<file path="config.mk">
export PLATFORM = sky130hd
export DESIGN_NAME = tva_sqrt
export DESIGN_NICKNAME = d
export VERILOG_FILES = /design/src/design/tva_pkg.sv /design/src/design/tva_sqrt.sv
export SDC_FILE = /design/constraint.sdc
export NUM_CORES = 1
export LEC_CHECK = 0
export BUFFER_PORTS_ARGS = -buffer_cell sky130_fd_sc_hd__buf_2
export CELL_PAD_IN_SITES_DETAIL_PLACEMENT = 1
export CELL_PAD_IN_SITES_GLOBAL_PLACEMENT = 2
export CORE_MARGIN = 2
export CORE_UTILIZATION = 37
export CTS_CLUSTER_DIAMETER = 120
export DETAILED_ROUTE_END_ITERATION = 8
export PLACE_DENSITY = 0.83
export SLEW_MARGIN = 10
export SYNTH_ARGS = -nofsm -noshare
export SYNTH_HDL_FRONTEND = slang
export SYNTH_SLANG_ARGS = --single-unit
export TNS_END_PERCENT = 100
</file>
<file path="constraint.sdc">
create_clock -name clk -period 3.2 [get_ports clk]
set_input_delay 0 -clock clk [delete_from_list [all_inputs] [get_ports clk]]
set_output_delay 0 -clock clk [all_outputs]
set_load 0.05 [all_outputs]
</file>
<file path="src/design/tva_pkg.sv">
// Shared constants and types for the total variation accumulator.
package tva_pkg;

	localparam int DEF_MAX_WIDTH  = 1024;
	localparam int DEF_MAX_HEIGHT = 1024;

	localparam int PIX_W   = 16;
	localparam int CFG_W   = 11;
	localparam int TOTAL_W = 48;
	localparam int DIFF_W  = PIX_W + 1;
	localparam int PROD_W  = 2 * DIFF_W;
	localparam int SQ_W    = PROD_W + 1;
	localparam int ROOT_W  = (SQ_W + 1) / 2;

	localparam logic [TOTAL_W-1:0] TOTAL_MAX = {TOTAL_W{1'b1}};

	// register indexes (paddr[2])
	localparam logic REG_FRAME_WIDTH  = 1'b0;
	localparam logic REG_FRAME_HEIGHT = 1'b1;

	typedef struct packed {
		logic              done;
		logic [ROOT_W-1:0] root;
	} sqrt_res_t;

endpackage

</file>
<file path="src/design/tva_sqrt.sv">
// Iterative floor square root, two radicand bits per cycle.
module tva_sqrt (
	input  logic                   clk,
	input  logic                   arst_n,
	input  logic                   start,
	input  logic [tva_pkg::SQ_W-1:0] radicand,
	output tva_pkg::sqrt_res_t     res
);
	import tva_pkg::*;

	localparam int RAD_W = 2 * ROOT_W;
	localparam int REM_W = ROOT_W + 3;
	localparam int CNT_W = $clog2(ROOT_W);
	localparam logic [CNT_W-1:0] LAST = CNT_W'(ROOT_W - 1);

	logic             busy_q, done_q;
	logic [CNT_W-1:0] cnt_q;
	logic [RAD_W-1:0] rad_q;
	logic [REM_W-1:0] rem_q, rem_next, trial;
	logic [ROOT_W-1:0] root_q;

	assign rem_next = {rem_q[REM_W-3:0], rad_q[RAD_W-1 -: 2]};
	assign trial    = REM_W'({root_q, 2'b01});

	always_ff @(posedge clk or negedge arst_n) begin
		if (!arst_n) begin
			busy_q <= 1'b0;
			done_q <= 1'b0;
			cnt_q  <= '0;
		end else begin
			done_q <= 1'b0;
			if (start) begin
				busy_q <= 1'b1;
				cnt_q  <= '0;
			end else if (busy_q) begin
				if (cnt_q == LAST) begin
					busy_q <= 1'b0;
					done_q <= 1'b1;
				end else begin
					cnt_q <= cnt_q + 1'b1;
				end
			end
		end
	end

	always_ff @(posedge clk) begin
		if (start) begin
			rad_q  <= RAD_W'(radicand);
			rem_q  <= '0;
			root_q <= '0;
		end else if (busy_q) begin
			rad_q <= {rad_q[RAD_W-3:0], 2'b00};
			if (rem_next >= trial) begin
				rem_q  <= rem_next - trial;
				root_q <= {root_q[ROOT_W-2:0], 1'b1};
			end else begin
				rem_q  <= rem_next;
				root_q <= {root_q[ROOT_W-2:0], 1'b0};
			end
		end
	end

	assign res.done = done_q;
	assign res.root = root_q;
endmodule

</file>
==> results.tsv <==
stage	metric	value	unit
sta	period_minus_slack	2.77	ns
pwr	power.density	849	mW/mm^2
global_routing	grt_pass1_vias	4023	
floorplan	initial_utilization	38.2	%
global_routing	grtUsageTotal	20.9	%
critical_path	critPathRequiredTime	3.43	ns
clocking	cts_sinks	80	
placement	routabilityCongestion	0.895	
route	wirelength	13.2	mm
sta	drv_slew	0	
sta	finalSetupViolations	0	
sta	max_slew_margin	53.7	%
global_routing	grt_pass1_wl	21.6	mm
clocking	cts_buffers	9	
synthesis	ys_seq_elements	80	
sta	rsz0062_at_grt	no	
pwr	irDropWorstVdd	0.271	mV
global_routing	grt_max_degree	56	
sta	skew	0.00846	ns
sta	fin_crit_sh	86.7	%
sta	setup_tns	0	ns
clocking	clock_tree.buffer_depth	2	
clocking	clockRootBuffer	clkbuf_16	
floorplan	fp-row-count	40	
critical_path	worst_setup_path_end_kind	register	
sta	fmax	0.361	GHz
route	drc	0	
synthesis	syn_area	0.00462	mm^2
critical_path	crit_buf_inv	1	
synthesis	netlist_instances	462	
route	wl_per_cell	18.4	um
finish	drive_above_1_share	23.0	%
synthesis	synth.avg_cell_area	10.0	um^2
finish	nFillCells	1369	
synthesis	synth-main-ff-cell	dfxtp_1	
clocking	htreeDepth	3	
floorplan	core	0.0121	mm^2
finish	final_cells	715	
clocking	cts_tree	done	
critical_path	crit_fanout	19	
route	num_vias	3843	
critical_path	path_delay_family	compound AO/OA/AOI/OAI gates	
clocking	cts_post_setup_buffers_inserted	0	
synthesis	yosys_warnings	0	
finish	areaGrowthSynthToFinish	23.0	%
finish	n_antenna_cell	0	
finish	final_nets	602	
floorplan	dieWidth	116	um
clocking	post_cts_resized	0	
clocking	clk_pin_slew	0.07	ns
sta	hold_violations	0	
critical_path	worstPathArrival	3.00	ns
pwr	leakage	0.00245	uW
sta	tightest_slew	0.693	ns
synthesis	syn_nets	522	
critical_path	crit_type	register to register	
floorplan	dieArea	0.0134	mm^2
critical_path	worstSetupStartpointType	register	
global_routing	grt_overflow	0	
placement	placedCellCount	663	
clocking	clk_latency	0.35	ns
synthesis	synth-edff-count	35	
critical_path	cp_cell_sequence	inv_1, ha_1, a21oi_1, o21ai_1, o211ai_2, a41oi_4, or4_1, o311ai_1	
route	viasPerCell	5.37	
synthesis	synth_cell_types	60	
placement	numPortBuffers	56	
min_path	hold_class	input pin to asynchronous set/reset pin	
clocking	hold_buffers	36	
critical_path	crit_slowest_cell	or4_1	
synthesis	ys_seq_area_share	43.0	%
global_routing	antenna_found_initial	0	
floorplan	die_y	116	um
floorplan	io_pins	57	
route	firstDrtPassIters	5	
job	maxCapViolCount	0	
placement	hpwl	8.40	mm
run_status	status	finished clean	
route	dr.first_iter.drc_count	216	
critical_path	max_stage_delay	0.62	ns
route	antenna_left	0	
synthesis	async_reset_ff_share	8.75	%
==> synth_stat cells (2+ instances only) <==
cell,n,area [um^2]
nor4_1,4,25.0
a21o_1,6,45.0
dfxtp_1,38,761
o21a_1,8,60.1
nand3_1,15,75.1
buf_6,2,22.5
xnor2_1,11,96.3
inv_1,27,101
o211ai_1,9,67.6
xor2_1,6,52.6
mux2_2,33,372
nor2b_1,2,12.5
and3_1,9,56.3
clkbuf_1,10,37.5
nor3_1,5,25.0
ha_1,22,275
o21ai_0,11,55.1
dfrtp_1,7,175
a311oi_1,8,70.1
o21ai_1,2,10.0
o31ai_1,2,15.0
or2_2,2,12.5
o311ai_0,2,17.5
and2_1,2,12.5
clkbuf_2,2,10.0
edfxtp_1,35,1050
nand2_1,20,75.1
a211o_1,4,35.0
nand4_1,6,37.5
a31oi_1,9,56.3
o41ai_1,5,43.8
a211oi_1,3,22.5
o21ai_2,3,26.3
buf_1,7,26.3
buf_2,8,40.0
a21oi_1,16,80.1
nor2_1,57,214
mux2i_1,21,210
a31o_2,2,17.5
==> per-layer routing <==
metal | GRT usage (%) | wire, um | up-vias
li1 | - | - | 1855
met5 | 0 | 0 | -
met3 | 3.14 | 350 | 16
met4 | 6.98 | 223 | 0
met2 | 34.6 | 6590 | 67
met1 | 28.1 | 5990 | 1905
==> registers in the layout, indices dropped and copies added (netlist names) <==
register  flops
rem_q        19
rad_q        36
cnt_q         5
done_q        1
busy_q        1
root_q       18
==> worst register-to-register path, delay by kind of cell, from the launching register on <==
family | cells | cell delay, ns
adders and majority gates | 1 | 0.39
and+or+nand+nor | 1 | 0.63
buffers and inverters | 1 | 0.07
DFF | 1 | 0.42
AOI/OAI and AO/OA | 5 | 1.15
==> cell usage in the layout, fill, tap and decap left out, drive strengths merged, types with 16 or more instances in the layout <==
cell,n
a21oi,16
buf,64
dfxtp,38
dlygate4sd3,36
edfxtp,35
ha,22
inv,31
mux2,33
mux2i,21
nand2,20
nor2,57
o21ai,16
==> cell type report <==
| class | instances | area, um^2 | share of cell area, % |
|---|---|---|---|
| multi-input combinational | 324 | 2370 | 41.8 |
| timing repair buffer | 100 | 701 | 12.3 |
| clock buffer | 9 | 225 | 3.96 |
| tap | 168 | 210 | 3.70 |
| inverter | 27 | 101 | 1.78 |
| sequential | 80 | 1990 | 35.0 |
| clock inverter | 7 | 83.8 | 1.48 |
==> power by group <==
part | internal (uW) | switching, uW
clock network | 620 | 469
logic | 977 | 1400
registers | 1230 | 133
==> through the flow <==
stage	hold WS (ns)	area (um^2)	total power, uW	setup WS, ns	utilization, %
global route	0.0437	5680	5130	0.250	46.9
CTS	0.0149	5680	4810	0.430	46.9
finish	0.0263	5680	4830	0.426	46.9
global placement	-0.163	5010	3630	0.541	41.4
detailed placement	-0.161	5010	3670	0.513	41.4
floorplan	-0.296	4620	3150	0.584	-
==> worst paths after layout <==
kind	start	end	slack, ns	cells past startpoint
worst min-delay path	arst_n	done_q$_DFF_PN0_	0.03	2
max in group asynchronous	arst_n	busy_q$_DFF_PN0_	3.01	2
worst max register to register	root_q[2]$_SDFFE_PP0P_	rem_q[1]$_SDFFE_PP0P_	0.43	8
worst max-delay path	root_q[2]$_SDFFE_PP0P_	rem_q[1]$_SDFFE_PP0P_	0.43	8
min in group clk	start	root_q[17]$_SDFFE_PP0P_	0.10	2
worst min register to register	rad_q[33]$_DFFE_PP_	rad_q[35]$_SDFFE_PP0P_	0.51	2
==> kinds of logic (layout without fill, tap and decap cells) <==
kind of cell	Yosys count	count (layout)	synth area share, %
compound gates	102	102	16.4
xor+xnor	17	17	3.22
fa+ha+maj	22	22	5.96
buf+inv	58	143	5.63
flops	80	80	43.0
mux	54	54	12.6
simple gates	129	129	13.2
Note: power is estimated with default switching activity, not from simulation.
